===== src/hdl/acd_pkg.sv =====
package acd_pkg;

    // Fixed field widths
    localparam int GAIN_BITS      = 15;
    localparam int COEF_BITS      = 16;
    localparam int AP_LEN_BITS    = 12;
    localparam int COMB_LEN_BITS  = 13;
    localparam int REG_INDEX_BITS = 2;
    localparam int CFG_DATA_BITS  = 16;

    // Allpass gain 0.55 in unsigned Q0.16
    localparam logic [COEF_BITS-1:0] DIFF_K = 16'd36045;

    // Register indexes
    localparam logic [REG_INDEX_BITS-1:0] REG_FIRST_LEN  = 2'd0;
    localparam logic [REG_INDEX_BITS-1:0] REG_SECOND_LEN = 2'd1;
    localparam logic [REG_INDEX_BITS-1:0] REG_COMB_LEN   = 2'd2;
    localparam logic [REG_INDEX_BITS-1:0] REG_DAMPING    = 2'd3;

    // Register reset values
    localparam logic [AP_LEN_BITS-1:0]   FIRST_LEN_RST  = 12'd629;
    localparam logic [AP_LEN_BITS-1:0]   SECOND_LEN_RST = 12'd946;
    localparam logic [COMB_LEN_BITS-1:0] COMB_LEN_RST   = 13'd1406;
    localparam logic [COEF_BITS-1:0]     DAMPING_RST    = 16'd15000;

    // Datapath step codes
    typedef logic [3:0] step_t;
    localparam step_t STEP_NONE  = 4'd0;
    localparam step_t STEP_1     = 4'd1;
    localparam step_t STEP_2     = 4'd2;
    localparam step_t STEP_3     = 4'd3;
    localparam step_t STEP_4     = 4'd4;
    localparam step_t STEP_5     = 4'd5;
    localparam step_t STEP_6     = 4'd6;
    localparam step_t STEP_7     = 4'd7;
    localparam step_t STEP_8     = 4'd8;
    localparam step_t STEP_FLUSH = 4'd9;

    // Controller to datapath commands
    typedef struct packed {
        logic  capture;
        step_t step;
        logic  out_load;
    } cmd_t;

    // Configuration register set
    typedef struct packed {
        logic [AP_LEN_BITS-1:0]   first_len;
        logic [AP_LEN_BITS-1:0]   second_len;
        logic [COMB_LEN_BITS-1:0] comb_len;
        logic [COEF_BITS-1:0]     damping;
    } cfg_t;

endpackage


===== src/hdl/acd_ctrl.sv =====
module acd_ctrl (
    input  logic          clk,
    input  logic          rst_n,
    input  logic          in_valid,
    input  logic          in_flush,
    output logic          in_ready,
    output logic          out_valid,
    input  logic          out_ready,
    output acd_pkg::cmd_t cmd
);
    import acd_pkg::*;

    localparam logic [3:0] ST_IDLE  = 4'd0;
    localparam logic [3:0] ST_S1    = 4'd1;
    localparam logic [3:0] ST_S2    = 4'd2;
    localparam logic [3:0] ST_S3    = 4'd3;
    localparam logic [3:0] ST_S4    = 4'd4;
    localparam logic [3:0] ST_S5    = 4'd5;
    localparam logic [3:0] ST_S6    = 4'd6;
    localparam logic [3:0] ST_S7    = 4'd7;
    localparam logic [3:0] ST_S8    = 4'd8;
    localparam logic [3:0] ST_FLUSH = 4'd9;
    localparam logic [3:0] ST_DONE  = 4'd10;

    logic [3:0] state_reg, state_next;
    logic       out_valid_reg, out_valid_next;
    logic       slot_free;

    assign slot_free = !out_valid_reg || out_ready;
    assign in_ready  = (state_reg == ST_IDLE);

    // Sequencer and command decode
    always_comb
    begin
        state_next   = state_reg;
        cmd.capture  = 1'b0;
        cmd.step     = STEP_NONE;
        cmd.out_load = 1'b0;
        unique case (state_reg)
            ST_IDLE:
            begin
                if (in_valid)
                begin
                    cmd.capture = 1'b1;
                    state_next  = in_flush ? ST_FLUSH : ST_S1;
                end
            end
            ST_S1:
            begin
                cmd.step   = STEP_1;
                state_next = ST_S2;
            end
            ST_S2:
            begin
                cmd.step   = STEP_2;
                state_next = ST_S3;
            end
            ST_S3:
            begin
                cmd.step   = STEP_3;
                state_next = ST_S4;
            end
            ST_S4:
            begin
                cmd.step   = STEP_4;
                state_next = ST_S5;
            end
            ST_S5:
            begin
                cmd.step   = STEP_5;
                state_next = ST_S6;
            end
            ST_S6:
            begin
                cmd.step   = STEP_6;
                state_next = ST_S7;
            end
            ST_S7:
            begin
                cmd.step   = STEP_7;
                state_next = ST_S8;
            end
            ST_S8:
            begin
                cmd.step   = STEP_8;
                state_next = ST_DONE;
            end
            ST_FLUSH:
            begin
                cmd.step   = STEP_FLUSH;
                state_next = ST_DONE;
            end
            ST_DONE:
            begin
                if (slot_free)
                begin
                    cmd.out_load = 1'b1;
                    state_next   = ST_IDLE;
                end
            end
            default:
            begin
                state_next = ST_IDLE;
            end
        endcase
    end

    // Output register valid
    always_comb
    begin
        if (cmd.out_load)
            out_valid_next = 1'b1;
        else if (out_ready)
            out_valid_next = 1'b0;
        else
            out_valid_next = out_valid_reg;
    end

    always_ff @(posedge clk or negedge rst_n)
    begin
        if (!rst_n)
        begin
            state_reg     <= ST_IDLE;
            out_valid_reg <= 1'b0;
        end
        else
        begin
            state_reg     <= state_next;
            out_valid_reg <= out_valid_next;
        end
    end

    assign out_valid = out_valid_reg;

`ifndef SYNTHESIS
    // A result never overwrites one that is still waiting
    a_no_overwrite: assert property (@(posedge clk) disable iff (!rst_n)
        cmd.out_load |-> slot_free)
        else $error("result register overwritten");

    // An accepted transaction starts either the compute chain or a flush
    a_accept_start: assert property (@(posedge clk) disable iff (!rst_n)
        (in_valid && in_ready) |=> (state_reg == ST_S1 || state_reg == ST_FLUSH))
        else $error("accepted transaction not started");

    // Loading the result register raises valid
    a_load_valid: assert property (@(posedge clk) disable iff (!rst_n)
        cmd.out_load |=> out_valid_reg)
        else $error("loaded result not presented");

    // The last compute step always hands over to result delivery
    a_chain_end: assert property (@(posedge clk) disable iff (!rst_n)
        (state_reg == ST_S8) |=> (state_reg == ST_DONE))
        else $error("compute chain did not finish");
`endif

endmodule


===== config.mk =====
export PLATFORM = sky130hd
export DESIGN_NAME = acd_ctrl
export DESIGN_NICKNAME = d
export VERILOG_FILES = /design/src/hdl/acd_pkg.sv /design/src/hdl/acd_ctrl.sv
export SDC_FILE = /design/constraint.sdc
export NUM_CORES = 1
export LEC_CHECK = 0
export ABC_CLOCK_PERIOD_IN_PS = 2000
export BUFFER_PORTS_ARGS = -buffer_cell sky130_fd_sc_hd__buf_2
export CORE_AREA = 2 2 39 41
export DETAILED_ROUTE_END_ITERATION = 16
export DIE_AREA = 0 0 41 43
export GPL_ROUTABILITY_DRIVEN = 1
export HOLD_SLACK_MARGIN = 0.1
export PLACE_DENSITY = 0.46
export SLEW_MARGIN = 15
export SYNTH_ARGS = -nofsm -noshare
export SYNTH_HDL_FRONTEND = slang
export SYNTH_SLANG_ARGS = --single-unit

===== constraint.sdc =====
create_clock -name clk -period 2 [get_ports clk]
set_input_delay 0.4 -clock clk [delete_from_list [all_inputs] [get_ports clk]]
set_output_delay 0.4 -clock clk [all_outputs]
set_load 0.03 [all_outputs]

==> results of run 1 <==
layout make-up:
class | instances | area [µm²]
Tap cell | 16 | 20.0
Clock buffer | 4 | 26.3
Timing Repair Buffer | 15 | 85.1
Sequential cell | 5 | 125
Inverter | 1 | 3.75
Fill cell | 159 | 935
Multi-Input combinational cell | 24 | 189
per-layer routing:
layer	GRT usage	vias up	share of wire	wire length (µm)
li1	-	149	-	-
met4	0.120	0	0	0
met2	0.144	13	0.46	339
met3	0.0157	0	0.056	41
met1	0.146	130	0.48	354
met5	0	-	0	0
cell usage in the layout (no fill, tap or decap), types with 2 or more instances in the layout:
master	synthesis	final
dfrtp_1	5	5
buf_4	3	2
nor2_1	2	2
nand2_1	2	2
buf_2	0	12
clkbuf_4	0	3
nor3_1	3	3
power by group through the flow:
stage	clock, mW	sequential (mW)	combinational, mW
floorplan	0	0.185	0.512
global route	0.137	0.279	0.542
CTS	0.126	0.265	0.500
detailed placement	0	0.265	0.498
global placement	0	0.265	0.499
finish	0.118	0.264	0.495
stage by stage:
stage               hold slack (ps)  setup WS (ps)
global route                    464           89.3
CTS                             446            205
detailed placement              228            467
finish                          450            221
floorplan                       104            230
global placement                224            469
final timing paths:
check	cells past startpoint	startpoint	to	slack [ps]
max reg2reg	4	state_reg[3]	state_reg[3]	750
min in group asynchronous	2	rst_n	out_valid	510
min reg2reg	2	out_valid	out_valid	520
max	4	state_reg[2]	cmd[0]	220
min	3	out_ready	out_valid	450
max in group asynchronous	2	rst_n	state_reg[2]	1350
repair_timing:
action	CTS	global route
setup endpoints to repair	0	0
endpoints found under the hold margin	5	0
hold buffers	1	0
cells by family after synthesis:
logic type / synth area share
AO/OA/AOI/OAI: 0.145
flip-flops: 0.345
AND/OR/NAND/NOR: 0.352
buffers and inverters: 0.134
XOR/XNOR: 0.0241
critical path, stage by stage (launching register included):
cell	delay, ps
dfrtp_1	530
nor3b_4	260
nand2_2	90
nor2_2	70
buf_2	190
==> results.tsv, run 1 <==
metric	value	unit
status	completed	
cts_sinks	5	
dpl_cell_area	413	µm²
synth_area	363	µm²
hold_viol_final	0	
instances_no_fill	65	
post-place-cells	60	
rows	14	
utilization	0.325	
port_buffers	12	
crit_required	1600	ps
slew_viol_final	0	
p_comb_frac	0.564	
cts.clk_slew.worst_paths	50	ps
worst_slew_pin_slew	468	ps
yosys-top-cells-area	dfrtp_1 (34%), buf_4 (6.2%), buf_6 (6.2%)	
wl_per_cell	11.3	µm
hold_path.class	in2reg	
drt_pass1_iterations	4	
rsz0062_at_grt	no	
final_cell_area	449	µm²
crit_path_start_kind	register	
synth_fp_nets	40	
synth-async-reset-ratio	1.00	
arrival	1380	ps
cts_made_buffers	3	
grt_use_total	0.113	
drv_cap	0	
max-vdd-ir-drop	0.585	mV
intPower	0.440	mW
max_freq	0.562	GHz
min_period	1780	ps
drcViolationCount	0	
skew	5.41	ps
synth_most_common_cell	dfrtp_1	
synth.largest_area_cell	dfrtp_1	
synth_common_cells	dfrtp_1 (5), buf_4 (3), nor3_1 (3)	
area_growth	23.8	%
vias_per_cell	4.49	
clockBufferDepth	2	
setup_tns	0	ps
postRouteAntennaNets	0	
largest_register_ff_count	4	
dieArea	1760	µm²
leakage	0.219	nW
die_x	41	µm
cts_root_buf	clkbuf_4	
gp_congestion	0.678	
synth.top_cell.area_share	0.345	
synth_seq_cells	5	
powerDensity	1950	nW/µm²
first_global_vias	291	
overflow	0	
final-setup-viol-count	0	
die_height	43	µm
cp_max_fo	10	
cts_tree	yes	
io_pins	13	
htree_levels	1	
antenna_found_initial	0	
drtIter0Drc	8	
grt_max_degree	11	
grt_pass1_wl	1.25	mm
critPathKind	reg2out	
ys.warnings.count	0	
num_antenna_cells	0	
synth_ff_type	dfrtp_1	
swShare	0.498	
start_util	0.262	
wirelength	734	µm
slew_headroom	0.688	
worstSetupEndpointType	output port	
hpwlAfterDp	537	µm
cts_resized	0	
post-route-period-util	0.889	
power_switching	0.436	mW
postSynthCellCount	35	
p_seq_frac	0.301	
final_nets	55	
p_total	0.876	mW
vias	292	
layout-drive-gt1-share	0.490	
synth_seq_area_share	0.345	
core	1380	µm²
clkLatencyLatePin	240	ps
synth_cell_type_count	24	
syn_avg_cell_area	10.4	µm²
pwr-share-clk	0.134	
cts_setup_buffers	0	
synth_edf_count	0	
Power figures use the tool's default switching activity.
==> run 2, diff against run 1 <==
==> constraint.sdc (replaced) <==
create_clock -name clk -period 2 [get_ports clk]
set_input_delay 0.3 -clock clk [delete_from_list [all_inputs] [get_ports clk]]
set_output_delay 0.3 -clock clk [all_outputs]
set_load 0.03 [all_outputs]
==> run 2 against run 1 <==
Net effect: sequential share of layout area rose by 0.47 points; sequential cell count stayed put; design area down 1.7%; clock power hardly changed; sequential power increased by 6%; via count fell by 3.4%; core utilization decreased by 0.54 points; worst hold slack got worse by 90 ps; worst setup slack improved by 71 ps; global-route usage fell by 1.0 points; wire length is 10% lower; count of clock-buffer cells in the layout unchanged; largest power group unchanged; highest routed layer unchanged.
==> results.tsv, run 2 (synthesis results as in run 1) <==
metric	value	unit
final-setup-viol-count	0	
critPathMaxStageDelay	510	ps
postRouteAntennaNets	0	
rows	14	
drv_cap	0	
grt_use_total	0.103	
critPathKind	reg2out	
cts_made_buffers	3	
layout_commonest_cell	buf_2	
grt_max_degree	11	
worstSetupEndpointType	output port	
rrSetupSlack	750	ps
hold_viol_final	0	
clkLatencyLatePin	240	ps
overflow	0	
cts_root_buf	clkbuf_4	
slew_viol_final	0	
vias	282	
final_cell_mix	buf_2 (12), dfrtp_1 (5), nor3_1 (3), clkbuf_4 (3)	
vias_per_cell	4.41	
cp-startpoint	state_reg[1]	
status	completed	
first_global_vias	308	
io_pins	13	
critPathSlowestCell	dfrtp_1	
cp_max_fo	10	
crit_required	1700	ps
worst_slew_pin_slew	456	ps
area_growth	21.7	%
arrival	1410	ps
antenna_found_initial	0	
drt_pass1_iterations	2	
hp-start	out_ready	
core	1380	µm²
clockBufferDepth	2	
crit_chain	nor4_4 -> and2_1 -> buf_2	
post-route-period-util	0.854	
final_nets	54	
powerDensity	1940	nW/µm²
largest_register_ff_count	4	
num_antenna_cells	0	
r2r_start	state_reg[3]	
crit_path_start_kind	register	
slew_headroom	0.696	
gp_congestion	0.659	
die_x	41	µm
rsz0062_at_grt	no	
wirelength	658	µm
layout-drive-gt1-share	0.479	
cp_top_family	flip-flops	
grt_pass1_wl	1.20	mm
drcViolationCount	0	
cts.clk_slew.worst_paths	40	ps
setup_tns	0	ps
htree_levels	1	
die_height	43	µm
min_period	1710	ps
cts_tree	yes	
hold_slack	360	ps
max_freq	0.586	GHz
cts_sinks	5	
hpwlAfterDp	479	µm
skew	0.218	ps
port_buffers	12	
drtIter0Drc	1	
max-vdd-ir-drop	0.629	mV
wl_per_cell	10.3	µm
crit_buf_inv	1	
hold_path.class	in2reg	
leakage	0.215	nW
dieArea	1760	µm²
start_util	0.262	
==> run 2: cell type report <==
type                            instances  area [µm²]
Tap cell                               16        20.0
Fill cell                             157         942
Clock buffer                            4        26.3
Timing Repair Buffer                   14        77.6
Inverter                                1        3.75
Multi-Input combinational cell         24         189
Sequential cell                         5         125
==> run 2: worst min-delay path: stages <==
cell and delay, ps:
buf_2 80, nand2b_1 120, nand2_1 50
==> run 2: path summary, 6_finish.rpt <==
path                                 to  cells past startpoint
setup reg to reg           state_reg[3]                      4
max in group asynchronous  state_reg[3]                      2
setup / recovery                 cmd[5]                      3
min in group asynchronous     out_valid                      2
hold reg to reg               out_valid                      2
hold / removal                out_valid                      3
==> run 2: stage by stage <==
step	setup slack, ps	power [mW]	utilization	cells	instance area (µm²)
after global routing	203	0.926	0.319	64	442
after detailed placement	555	0.741	0.293	59	405
after floorplan	330	0.697	-	35	363
after global placement	549	0.744	0.293	59	405
after CTS	277	0.870	0.319	64	442
final	292	0.856	0.319	64	442
==> run 2: timing repair <==
| item | in CTS | in global routing |
|---|---|---|
| resized for setup | 0 | 0 |
| hold buffers | 1 | 0 |
| endpoints found under the hold margin | 5 | 0 |
| buffers inserted | 0 | 0 |
| setup endpoints to repair | 0 | 0 |
==> run 2: metal layers <==
metal  track usage  part of all wire  vias up
met5             0                 0        -
met4         0.100                 0        0
met2         0.141              0.41       13
met1         0.136              0.51      120
met3             0             0.078        0
li1              -                 -      149
==> run 2: where the power goes <==
group | leakage, nW | internal (mW) | switching, mW | total [mW]
Combinational | 0.137 | 0.203 | 0.260 | 0.462
Sequential | 0.0630 | 0.149 | 0.130 | 0.279
Clock | 0.0150 | 0.0753 | 0.0400 | 0.115
