==> src/hdl/acd_pkg.sv <==
package acd_pkg;

    // Fixed field widths
    localparam int GAIN_BITS      = 15;
    localparam int COEF_BITS      = 16;
    localparam int AP_LEN_BITS    = 12;
    localparam int COMB_LEN_BITS  = 13;
    localparam int REG_INDEX_BITS = 2;
    localparam int CFG_DATA_BITS  = 16;

    // Allpass gain 0.55 in unsigned Q0.16
    localparam logic [COEF_BITS-1:0] DIFF_K = 16'd36045;

    // Register indexes
    localparam logic [REG_INDEX_BITS-1:0] REG_FIRST_LEN  = 2'd0;
    localparam logic [REG_INDEX_BITS-1:0] REG_SECOND_LEN = 2'd1;
    localparam logic [REG_INDEX_BITS-1:0] REG_COMB_LEN   = 2'd2;
    localparam logic [REG_INDEX_BITS-1:0] REG_DAMPING    = 2'd3;

    // Register reset values
    localparam logic [AP_LEN_BITS-1:0]   FIRST_LEN_RST  = 12'd629;
    localparam logic [AP_LEN_BITS-1:0]   SECOND_LEN_RST = 12'd946;
    localparam logic [COMB_LEN_BITS-1:0] COMB_LEN_RST   = 13'd1406;
    localparam logic [COEF_BITS-1:0]     DAMPING_RST    = 16'd15000;

    // Datapath step codes
    typedef logic [3:0] step_t;
    localparam step_t STEP_NONE  = 4'd0;
    localparam step_t STEP_1     = 4'd1;
    localparam step_t STEP_2     = 4'd2;
    localparam step_t STEP_3     = 4'd3;
    localparam step_t STEP_4     = 4'd4;
    localparam step_t STEP_5     = 4'd5;
    localparam step_t STEP_6     = 4'd6;
    localparam step_t STEP_7     = 4'd7;
    localparam step_t STEP_8     = 4'd8;
    localparam step_t STEP_FLUSH = 4'd9;

    // Controller to datapath commands
    typedef struct packed {
        logic  capture;
        step_t step;
        logic  out_load;
    } cmd_t;

    // Configuration register set
    typedef struct packed {
        logic [AP_LEN_BITS-1:0]   first_len;
        logic [AP_LEN_BITS-1:0]   second_len;
        logic [COMB_LEN_BITS-1:0] comb_len;
        logic [COEF_BITS-1:0]     damping;
    } cfg_t;

endpackage

==> src/hdl/acd_cfg.sv <==
module acd_cfg (
    input  logic                                clk,
    input  logic                                rst_n,
    input  logic                                we,
    input  logic [acd_pkg::REG_INDEX_BITS-1:0]  index,
    input  logic [acd_pkg::CFG_DATA_BITS-1:0]   data,
    output acd_pkg::cfg_t                       cfg
);
    import acd_pkg::*;

    cfg_t cfg_reg;
    cfg_t cfg_next;

    // Register write decode
    always_comb
    begin
        cfg_next = cfg_reg;
        if (we)
        begin
            unique case (index)
                REG_FIRST_LEN:  cfg_next.first_len  = data[AP_LEN_BITS-1:0];
                REG_SECOND_LEN: cfg_next.second_len = data[AP_LEN_BITS-1:0];
                REG_COMB_LEN:   cfg_next.comb_len   = data[COMB_LEN_BITS-1:0];
                REG_DAMPING:    cfg_next.damping    = data[COEF_BITS-1:0];
            endcase
        end
    end

    always_ff @(posedge clk or negedge rst_n)
    begin
        if (!rst_n)
        begin
            cfg_reg.first_len  <= FIRST_LEN_RST;
            cfg_reg.second_len <= SECOND_LEN_RST;
            cfg_reg.comb_len   <= COMB_LEN_RST;
            cfg_reg.damping    <= DAMPING_RST;
        end
        else
        begin
            cfg_reg <= cfg_next;
        end
    end

    assign cfg = cfg_reg;

endmodule

==> config.mk <==
export PLATFORM = sky130hd
export DESIGN_NAME = acd_cfg
export DESIGN_NICKNAME = d
export VERILOG_FILES = /design/src/hdl/acd_pkg.sv /design/src/hdl/acd_cfg.sv
export SDC_FILE = /design/constraint.sdc
export NUM_CORES = 1
export LEC_CHECK = 0
export ABC_AREA = 1
export BUFFER_PORTS_ARGS = -buffer_cell sky130_fd_sc_hd__buf_2
export CELL_PAD_IN_SITES_DETAIL_PLACEMENT = 0
export CELL_PAD_IN_SITES_GLOBAL_PLACEMENT = 1
export CORE_MARGIN = 3
export CORE_UTILIZATION = 39
export CTS_BUF_LIST = sky130_fd_sc_hd__clkbuf_8 sky130_fd_sc_hd__clkbuf_16
export DETAILED_ROUTE_END_ITERATION = 10
export HOLD_SLACK_MARGIN = 0.06
export PLACE_DENSITY_LB_ADDON = 0.1
export SLEW_MARGIN = 20
export SYNTH_ARGS = -nofsm -noshare
export SYNTH_HDL_FRONTEND = slang
export SYNTH_SLANG_ARGS = --single-unit
==> constraint.sdc <==
create_clock -name clk -period 1.3 [get_ports clk]
set_input_delay 0.13 -clock clk [delete_from_list [all_inputs] [get_ports clk]]
set_output_delay 0.13 -clock clk [all_outputs]
set_load 0.005 [all_outputs]
==> impl_metrics.json, run 1 <==
{
  "min_path_type": "input pin to register",
  "max_clock_freq_mhz": 924.8,
  "rsz0062_at_grt": "no",
  "endpoint_kind": "output port",
  "dp_hpwl_um": 4200,
  "relSlewSlack_pct": 70.25,
  "fin_area_um2": 2781,
  "min-delay-start": "data[13]",
  "critical_path_buf_inv_count": 1,
  "post-cts-setup-buffer-count": 0,
  "tightest_slew_ns": 0.4451,
  "seq_area_frac_synth_pct": 61.80,
  "cp_cell_sequence": "buf_2",
  "synth_fp_nets": 259,
  "routed_via_density": 4.990,
  "reg2reg_depth": 2,
  "fillers": 531,
  "period_share_pct": 83.18,
  "grt_usage_pct": 19.31,
  "reg2reg_to": "cfg[47]$_DFFE_PN1P_",
  "finalSetupViolCount": 0,
  "fin_crit_ns": 1.081,
  "synthTopCellsByArea": "dfstp_2, dfrtp_1, nand2_1, nand4_1, nand3_1",
  "clock_sinks": 53,
  "p_leak_nw": 1.510,
  "io_pins": 74,
  "slew_viol_final": 0,
  "hold-path-cell-count": 3,
  "yosys-top-cells-count": "nand2_1, nand4_1, dfstp_2",
  "synthMostInstantiatedCell": "nand2_1",
  "wl_per_cell_um": 15.32,
  "critical_path.top_delay_family": "flip-flops",
  "dieArea_um2": 6580,
  "critPathKind": "register to output port",
  "cp_data_required_time_ns": 1.17,
  "yosysTopAreaCell": "dfstp_2",
  "synth_edf_count": 0,
  "nNetsFinal": 336,
  "slowest_stage": "dfstp_2",
  "grt_pass1_wl_um": 9528,
  "port_buffers": 73,
  "cts_buffers": 5,
  "antenna_found_initial": 0,
  "fin_ws_ns": 0.2186,
  "routed_wl_um": 5900,
  "final_core_util_pct": 52.78,
  "antenna_left": 0,
  "largest_reg_flops": 53,
  "grt_start_max_net_pins": 54,
  "cts-htree-levels": 2,
  "critPathArrivalTime_ns": 0.95,
  "async_flop_share_pct": 100.0,
  "syn-instance-count": 238,
  "cp_slowest_stage_delay_ns": 0.55,
  "drtIter0Drc": 147,
  "syn_area_per_cell_um2": 9.247,
  "dr.pass1.iters": 4,
  "coreArea_um2": 5270,
  "dp_cells": 376,
  "yosys_warnings": 0,
  "hold_ws_ns": 0.07819,
  "overflow": 0,
  "cts_buffer_depth": 2,
  "layoutNonFillerInstCount": 385,
  "diodes": 0,
  "finalPower_mw": 3.814,
  "fin_skew_ns": 0,
  "power.density_nw_per_um2": 1371,
  "routabilityCongestion": 0.7495,
  "drive_gt1_share_pct": 38.10,
  "initial_utilization_pct": 41.76,
  "tns_ns": 0,
  "status": "complete, no violations",
  "drc": 0,
  "synth_area_um2": 2201,
  "synth_cell_types": 10,
  "pre_cts_slack_ns": 0.1434,
  "area_growth_pct": 26.38,
  "worstSkewPairLatency_ns": 0.29,
  "fp-row-count": 26,
  "synth_top_area_share_pct": 32.23,
  "cp_max_fo": 2,
  "die_w_um": 81.12,
  "root_buffer": "clkbuf_8",
  "die_y_um": 81.12,
  "holdPathEnd": "cfg[13]$_DFFE_PN1P_",
  "cp-start-kind": "register",
  "hold_viol": 0,
  "placed_area_um2": 2675,
  "vdd_drop_max_mv": 0.5182,
  "vias": 1921,
  "synthFlopType": "dfstp_2",
  "timing.rr.start": "cfg[47]$_DFFE_PN1P_",
  "clkTransAtPathRegs_ns": 0.09,
  "cap_violations": 0,
  "tritoncts": "built",
  "ys_ff_latch": 53,
  "grt_pass1_vias": 1811,
  "r2r_slack_ns": 0.58
}
-- where the power goes --
| group | leakage [nW] | switching [mW] | internal (mW) |
|---|---|---|---|
| Clock | 0.0485 | 0.492 | 0.416 |
| Sequential | 0.607 | 0.136 | 2.01 |
| Combinational | 0.855 | 0.419 | 0.345 |
| Total | 1.51 | 1.05 | 2.77 |
-- worst max path at each step --
stage / start / to / slack, ns / cells past startpoint
after detailed placement: index[0] / cfg[35]$_DFFE_PN0P_ / 0.14 / 4
after CTS: cfg[26]$_DFFE_PN1P_ / cfg[26] / 0.20 / 1
after floorplan: we / cfg[31]$_DFFE_PN0P_ / 0.53 / 5
final: cfg[26]$_DFFE_PN1P_ / cfg[26] / 0.22 / 1
after global placement: index[0] / cfg[40]$_DFFE_PN0P_ / 0.18 / 4
after global routing: cfg[45]$_DFFE_PN1P_ / cfg[45] / 0.17 / 1
-- logic make-up after synthesis --
group / after synthesis / synth area share (%)
flip-flops: 53 / 61.80
AND/OR/NAND/NOR: 164 / 33.49
buffers and inverters: 21 / 4.719
-- timing repair --
action / CTS / global route
hold buffers: 2 / 0
setup endpoints to repair: 0 / 0
gates resized for setup: 0 / 0
endpoints found under the hold margin: 27 / 0
-- layer usage --
| layer | wire length (um) | track usage, % |
|---|---|---|
| met1 | 2768 | 28.29 |
| met2 | 2687 | 29.06 |
| met3 | 358 | 3.991 |
| met4 | 85 | 5.236 |
| met5 | 0 | 0 |
-- layout make-up --
class / count / area, um^2 / share of cell area (%)
Clock buffer: 6 / 82.58 / 2.969
Clock inverter: 1 / 3.754 / 0.1350
Inverter: 2 / 7.507 / 0.2699
Multi-Input combinational cell: 164 / 737.0 / 26.50
Sequential cell: 53 / 1360 / 48.90
Tap cell: 70 / 87.58 / 3.149
Timing Repair Buffer: 89 / 503.0 / 18.08
-- cells in the final DEF (no fill, tap or decap) --
cell and instances:
buf_12 1, buf_2 73, buf_4 13, clkbuf_8 6, dfrtp_1 26, dfstp_2 27
dlygate4sd3_1 2, inv_1 3, nand2_1 107, nand3_1 15, nand4_1 41, nor2_1 1
(Power assumes the default switching activity.)
==> inputs of run 2 (changes only) <==
Settings changed: ABC_AREA 1 to 0.
Clock period 1.3 ns to 1 ns, I/O delays scaled along.
==> run 2 against run 1 <==
  * The run now ends with setup timing left
  * Cell count decreased by 30%
  * Sequential cell count unchanged
  * Die area decreased by 7.6%
  * Setup slack got worse by 0.26 ns
  * Sequential share of layout area increased by 0.33 points
  * Clock skew unchanged
  * Highest routed layer unchanged
==> impl_metrics.json, run 2 <==
{
  "status": "complete, but fails checks",
  "violations": "setup timing",
  "synth_cell_types": 8,
  "max_clock_freq_mhz": 958.1,
  "dp_cells": 258,
  "layoutNonFillerInstCount": 271,
  "comb_power_share_pct": 22.6,
  "cts_buffer_depth": 2,
  "layout_common_cells": "buf_2, mux2_2, dfstp_2, dfrtp_1, buf_6",
  "cap_violations": 0,
  "critical_path.top_delay_family": "flip-flops",
  "routabilityCongestion": 0.6717,
  "pwr-share-seq_pct": 55.4,
  "synthFlopType": "dfstp_2",
  "final_common_cell": "buf_2",
  "initial_utilization_pct": 41.65,
  "largest_reg_flops": 53,
  "area_growth_pct": 36.80,
  "ys_ff_latch": 53,
  "fin_crit_ns": 1.044,
  "syn-instance-count": 114,
  "relSlewSlack_pct": 81.56,
  "die_y_um": 77.96,
  "cp_slowest_stage_delay_ns": 0.54,
  "endpoint_kind": "output port",
  "pre_cts_slack_ns": -0.1258,
  "power.density_nw_per_um2": 1902,
  "clock_sinks": 53,
  "fin_ws_ns": -0.04370,
  "hold_ws_ns": 0.07607,
  "drtIter0Drc": 22,
  "syn_area_per_cell_um2": 17.71,
  "routed_wl_um": 4116,
  "timing.rr.start": "cfg[51]$_DFFE_PN0P_",
  "diodes": 0,
  "io_pins": 74,
  "p_sw_mw": 1.247,
  "yosys_warnings": 0,
  "synth_top_area_share_pct": 35.13,
  "clock_power_share_pct": 22.0,
  "drc": 0,
  "drive_gt1_share_pct": 82.84,
  "nNetsFinal": 224,
  "cp_max_fo": 2,
  "yosysTopAreaCell": "dfstp_2",
  "critical_path_buf_inv_count": 1,
  "vias": 1269,
  "synth_fp_nets": 135,
  "wl_per_cell_um": 15.19,
  "min-delay-start": "data[11]",
  "synthTopCellsByArea": "dfstp_2, dfrtp_1, mux2_2, buf_4, nand3b_1",
  "fin_skew_ns": 0,
  "hold-path-cell-count": 2,
  "root_buffer": "clkbuf_8",
  "routed_via_density": 4.683,
  "cp_data_required_time_ns": 0.90,
  "final_core_util_pct": 56.98,
  "grt_usage_pct": 14.37,
  "fp-row-count": 25,
  "tritoncts": "built",
  "port_buffers": 73,
  "rsz0062_at_grt": "yes",
  "r2r_slack_ns": 0.24,
  "reg2reg_depth": 1,
  "dieArea_um2": 6078,
  "synthMostInstantiatedCell": "mux2_2",
  "reg2reg_to": "cfg[51]$_DFFE_PN0P_",
  "worstSkewPairLatency_ns": 0.29,
  "antenna_found_initial": 0,
  "ff_latch_area_um2": 1360,
  "clkTransAtPathRegs_ns": 0.08,
  "holdPathEnd": "cfg[11]$_DFFE_PN1P_",
  "cp_cell_sequence": "buf_2",
  "seq_area_frac_synth_pct": 67.35,
  "antenna_left": 0,
  "synth_area_um2": 2019,
  "dp_hpwl_um": 3087,
  "tightest_slew_ns": 0.2766,
  "overflow": 0,
  "yosys-top-cells-count": "mux2_2, dfstp_2, dfrtp_1",
  "min_path_type": "input pin to register",
  "grt_pass1_wl_um": 6755,
  "period_share_pct": 104.4,
  "coreArea_um2": 4848,
  "critPathArrivalTime_ns": 0.94,
  "p_leak_nw": 1.269,
  "grt_pass1_vias": 1371,
  "swShare_pct": 23.73,
  "finalPower_mw": 5.256,
  "fillers": 405,
  "dr.pass1.iters": 2,
  "slew_viol_final": 0,
  "critPathKind": "register to output port",
  "vdd_drop_max_mv": 0.9542,
  "cts_buffers": 5,
  "grt_start_max_net_pins": 54,
  "cp-start-kind": "register",
  "synth_edf_count": 0,
  "power.internal_mw": 4.008,
  "hold_viol": 0,
  "die_w_um": 77.96,
  "multi_input_area_um2": 634.4,
  "cts-htree-levels": 2,
  "finalSetupViolCount": 27,
  "async_flop_share_pct": 100.0,
  "slowest_stage": "dfstp_2"
}
## run 2: cell count changes after synthesis, sizes merged
cell / before / now
nand2: 107 / 0
inv: 2 / 0
nor2: 1 / 0
nand3b: 0 / 2
nand3: 15 / 1
clkbuf: 3 / 0
nor3b: 0 / 1
nand4: 41 / 0
buf: 16 / 4
mux2: 0 / 53
## run 2: final cells by class
cell class / instances / share of cell area (%)
repair buffers: 86 / 21.51
well taps: 67 / 3.034
multi-input cells: 57 / 22.96
clock buffers: 6 / 2.989
clock inverters: 2 / 0.2717
flip-flops and latches: 53 / 49.23
## run 2: repair_timing
| item | 4_1_cts | 5_1_grt |
|---|---|---|
| setup endpoints to repair | 27 | 27 |
| endpoints found under the hold margin | 58 | 0 |
| hold buffers | 5 | 0 |
| buffers inserted | 0 | 0 |
| resized for setup | 2 | 11 |
## run 2: power by group through the flow
stage	sequential (mW)	combinational (mW)	clock (mW)
floorplan	2.96	0.416	0
global placement	2.91	1.06	0
detailed placement	2.93	1.09	0
CTS	2.90	1.12	1.21
global route	2.97	1.29	1.30
finish	2.91	1.19	1.16
## run 2: logic make-up (layout without fill, tap and decap cells)
group | Yosys count | count (layout) | share of synthesized area (%)
mux | 53 | 53 | 29.55
flops | 53 | 53 | 67.35
simple gates | 4 | 4 | 1.858
buf+inv | 4 | 94 | 1.239
## run 2: worst max-delay path by stage
stage	from	depth (start not counted)	end
final	cfg[50]$_DFFE_PN1P_	1	cfg[50]
after global routing	cfg[37]$_DFFE_PN1P_	1	cfg[37]
after CTS	cfg[37]$_DFFE_PN1P_	1	cfg[37]
after detailed placement	index[1]	4	cfg[49]$_DFFE_PN0P_
after global placement	index[1]	4	cfg[51]$_DFFE_PN0P_
after floorplan	index[1]	3	cfg[42]$_DFFE_PN0P_
## run 2: per-stage QoR
stage / TNS [ns] / area [um^2]
finish: -0.7478 / 2763
global route: -1.785 / 2763
CTS: -1.238 / 2694
detailed placement: -1.177 / 2541
global placement: -0.7410 / 2541
floorplan: 0 / 2019
## run 2: layer usage
| layer | part of all wire (%) | vias to the layer above | track usage, % | routed length [um] |
|---|---|---|---|---|
| met3 | 7.3 | 6 | 5.104 | 300 |
| met1 | 40 | 638 | 15.70 | 1648 |
| li1 | - | 578 | - | - |
| met5 | 0 | - | 0 | 0 |
| met2 | 52 | 47 | 25.77 | 2121 |
| met4 | 1.1 | 0 | 4.720 | 45 |
==> inputs of run 3 (changes only) <==
Settings changed: ABC_AREA 0 to 1, CORE_UTILIZATION 39 to 36.
==> run 3 against run 2 <==
  * The flow still finishes with violations (setup timing)
  * Utilization down 4.2 points
  * Sequential cell count unchanged
  * Setup slack worse by 0.025 ns
  * Hold slack worse by 0.0088 ns
  * Total power down 0.70%
  * Die area up 17%
  * Via count up 58%
  * Maximum frequency down 2.4%
  * Register-to-register slack worse by 0.05 ns
  * Largest power group unchanged
  * Highest routed layer unchanged
==> impl_metrics.json, run 3 (synthesized netlist as in run 1, its figures left out) <==
{
  "final_common_cell": "nand2_1",
  "clock_sinks": 53,
  "slowest_stage": "dfstp_2",
  "power.density_nw_per_um2": 1732,
  "die_w_um": 84.19,
  "vias": 2001,
  "rsz0062_at_grt": "yes",
  "critPathArrivalTime_ns": 0.97,
  "critical_path.top_delay_family": "flip-flops",
  "drive_gt1_share_pct": 38.55,
  "cp_slowest_stage_delay_ns": 0.56,
  "timing.rr.start": "cfg[46]$_DFFE_PN1P_",
  "cts_buffer_depth": 2,
  "drtIter0Drc": 98,
  "dieArea_um2": 7088,
  "vdd_drop_max_mv": 0.8033,
  "p_leak_nw": 1.603,
  "critPathKind": "register to output port",
  "reg2reg_to": "cfg[46]$_DFFE_PN1P_",
  "grt_usage_pct": 17.81,
  "antenna_left": 0,
  "layout_common_cells": "nand2_1, buf_2, nand4_1, dfstp_2, dfrtp_1",
  "finalSetupViolCount": 27,
  "relSlewSlack_pct": 72.08,
  "finalPower_mw": 5.219,
  "routabilityCongestion": 0.7488,
  "holdPathEnd": "cfg[26]$_DFFE_PN1P_",
  "period_share_pct": 106.9,
  "routed_via_density": 4.953,
  "routed_wl_um": 6214,
  "cp_cell_sequence": "buf_2",
  "cp_data_required_time_ns": 0.90,
  "wl_per_cell_um": 15.38,
  "fin_skew_ns": 0,
  "hold-path-cell-count": 3,
  "port_buffers": 73,
  "min_path_type": "input pin to register",
  "worstSkewPairLatency_ns": 0.30,
  "tightest_slew_ns": 0.4178,
  "max_clock_freq_mhz": 935.3,
  "clkTransAtPathRegs_ns": 0.09,
  "drc": 0,
  "initial_utilization_pct": 38.55,
  "grt_pass1_wl_um": 10160,
  "cap_violations": 0,
  "cts_buffers": 5,
  "diodes": 0,
  "reg2reg_depth": 3,
  "fin_crit_ns": 1.069,
  "cp-start-kind": "register",
  "root_buffer": "clkbuf_8",
  "hold_viol": 0,
  "largest_reg_flops": 53,
  "status": "complete, but fails checks",
  "fp-row-count": 27,
  "grt_pass1_vias": 1969,
  "critical_path_buf_inv_count": 1,
  "io_pins": 74,
  "coreArea_um2": 5709,
  "dp_hpwl_um": 4359,
  "nNetsFinal": 352,
  "overflow": 0,
  "die_y_um": 84.19,
  "cts-htree-levels": 2,
  "violations": "setup timing",
  "fin_ws_ns": -0.06915,
  "min-delay-start": "data[10]",
  "cp_max_fo": 2,
  "slew_viol_final": 0,
  "tritoncts": "built",
  "tns_ns": -1.207,
  "dr.pass1.iters": 4,
  "area_growth_pct": 36.95,
  "antenna_found_initial": 0,
  "grt_start_max_net_pins": 54,
  "r2r_slack_ns": 0.19,
  "endpoint_kind": "output port"
}
[run 3: cell types whose count changed in the layout (fill, tap and decap cells not counted), sizes merged]
cell	change
dlygate4sd3	+7
nand3b	-2
clkinv	+2
nor2	+1
nand2	+107
buf	+12
nor3b	-1
nand4	+41
nand3	+14
mux2	-53
[run 3: metrics by stage]
stage,cell area (um^2),instances,utilization (%),worst slack (ns),hold slack [ns]
6_report,3014,404,52.79,-0.06915,0.06726
5_1_grt,3014,404,52.79,-0.1010,0.07537
4_1_cts,2935,403,51.41,-0.08138,0.06136
3_5_place_dp,2700,381,47.29,0.03264,0.1150
3_3_place_gp,2700,381,47.29,0.03865,0.1204
2_1_floorplan,2201,238,-,0.2595,-0.1956
[run 3: power breakdown]
group	internal (mW)	switching [mW]
sequential	2.61	0.204
combinational	0.589	0.567
clock	0.562	0.685
[run 3: layer usage]
layer / up-vias / global-route usage (%) / wire (um)
met5: - / 0 / 0
met4: 0 / 5.263 / 68
met3: 5 / 3.729 / 375
met2: 63 / 28.05 / 2884
met1: 949 / 24.83 / 2886
li1: 984 / - / -
[run 3: layout make-up]
type,instances,area [um^2]
Fill cell,558,2695
Sequential cell,53,1360
Multi-Input combinational cell,164,737.0
Timing Repair Buffer,105,723.2
Tap cell,72,90.09
Clock buffer,6,82.58
Clock inverter,2,13.76
Inverter,2,7.507
[run 3: how the worst max path moves through the flow]
stage	slack, ns	from	depth (start not counted)	to
finish	-0.07	cfg[38]$_DFFE_PN1P_	1	cfg[38]
global placement	0.04	index[1]	5	cfg[52]$_DFFE_PN0P_
detailed placement	0.03	index[1]	5	cfg[51]$_DFFE_PN0P_
global route	-0.10	cfg[38]$_DFFE_PN1P_	1	cfg[38]
CTS	-0.08	cfg[38]$_DFFE_PN1P_	1	cfg[38]
floorplan	0.26	we	5	cfg[31]$_DFFE_PN0P_
[run 3: what timing repair did]
item                                   4_1_cts  5_1_grt
cloned                                       0        0
endpoints found under the hold margin       65        1
hold buffers                                11        1
gates resized for setup                      1       11
setup endpoints to repair                   27       27
setup buffers                                3        0
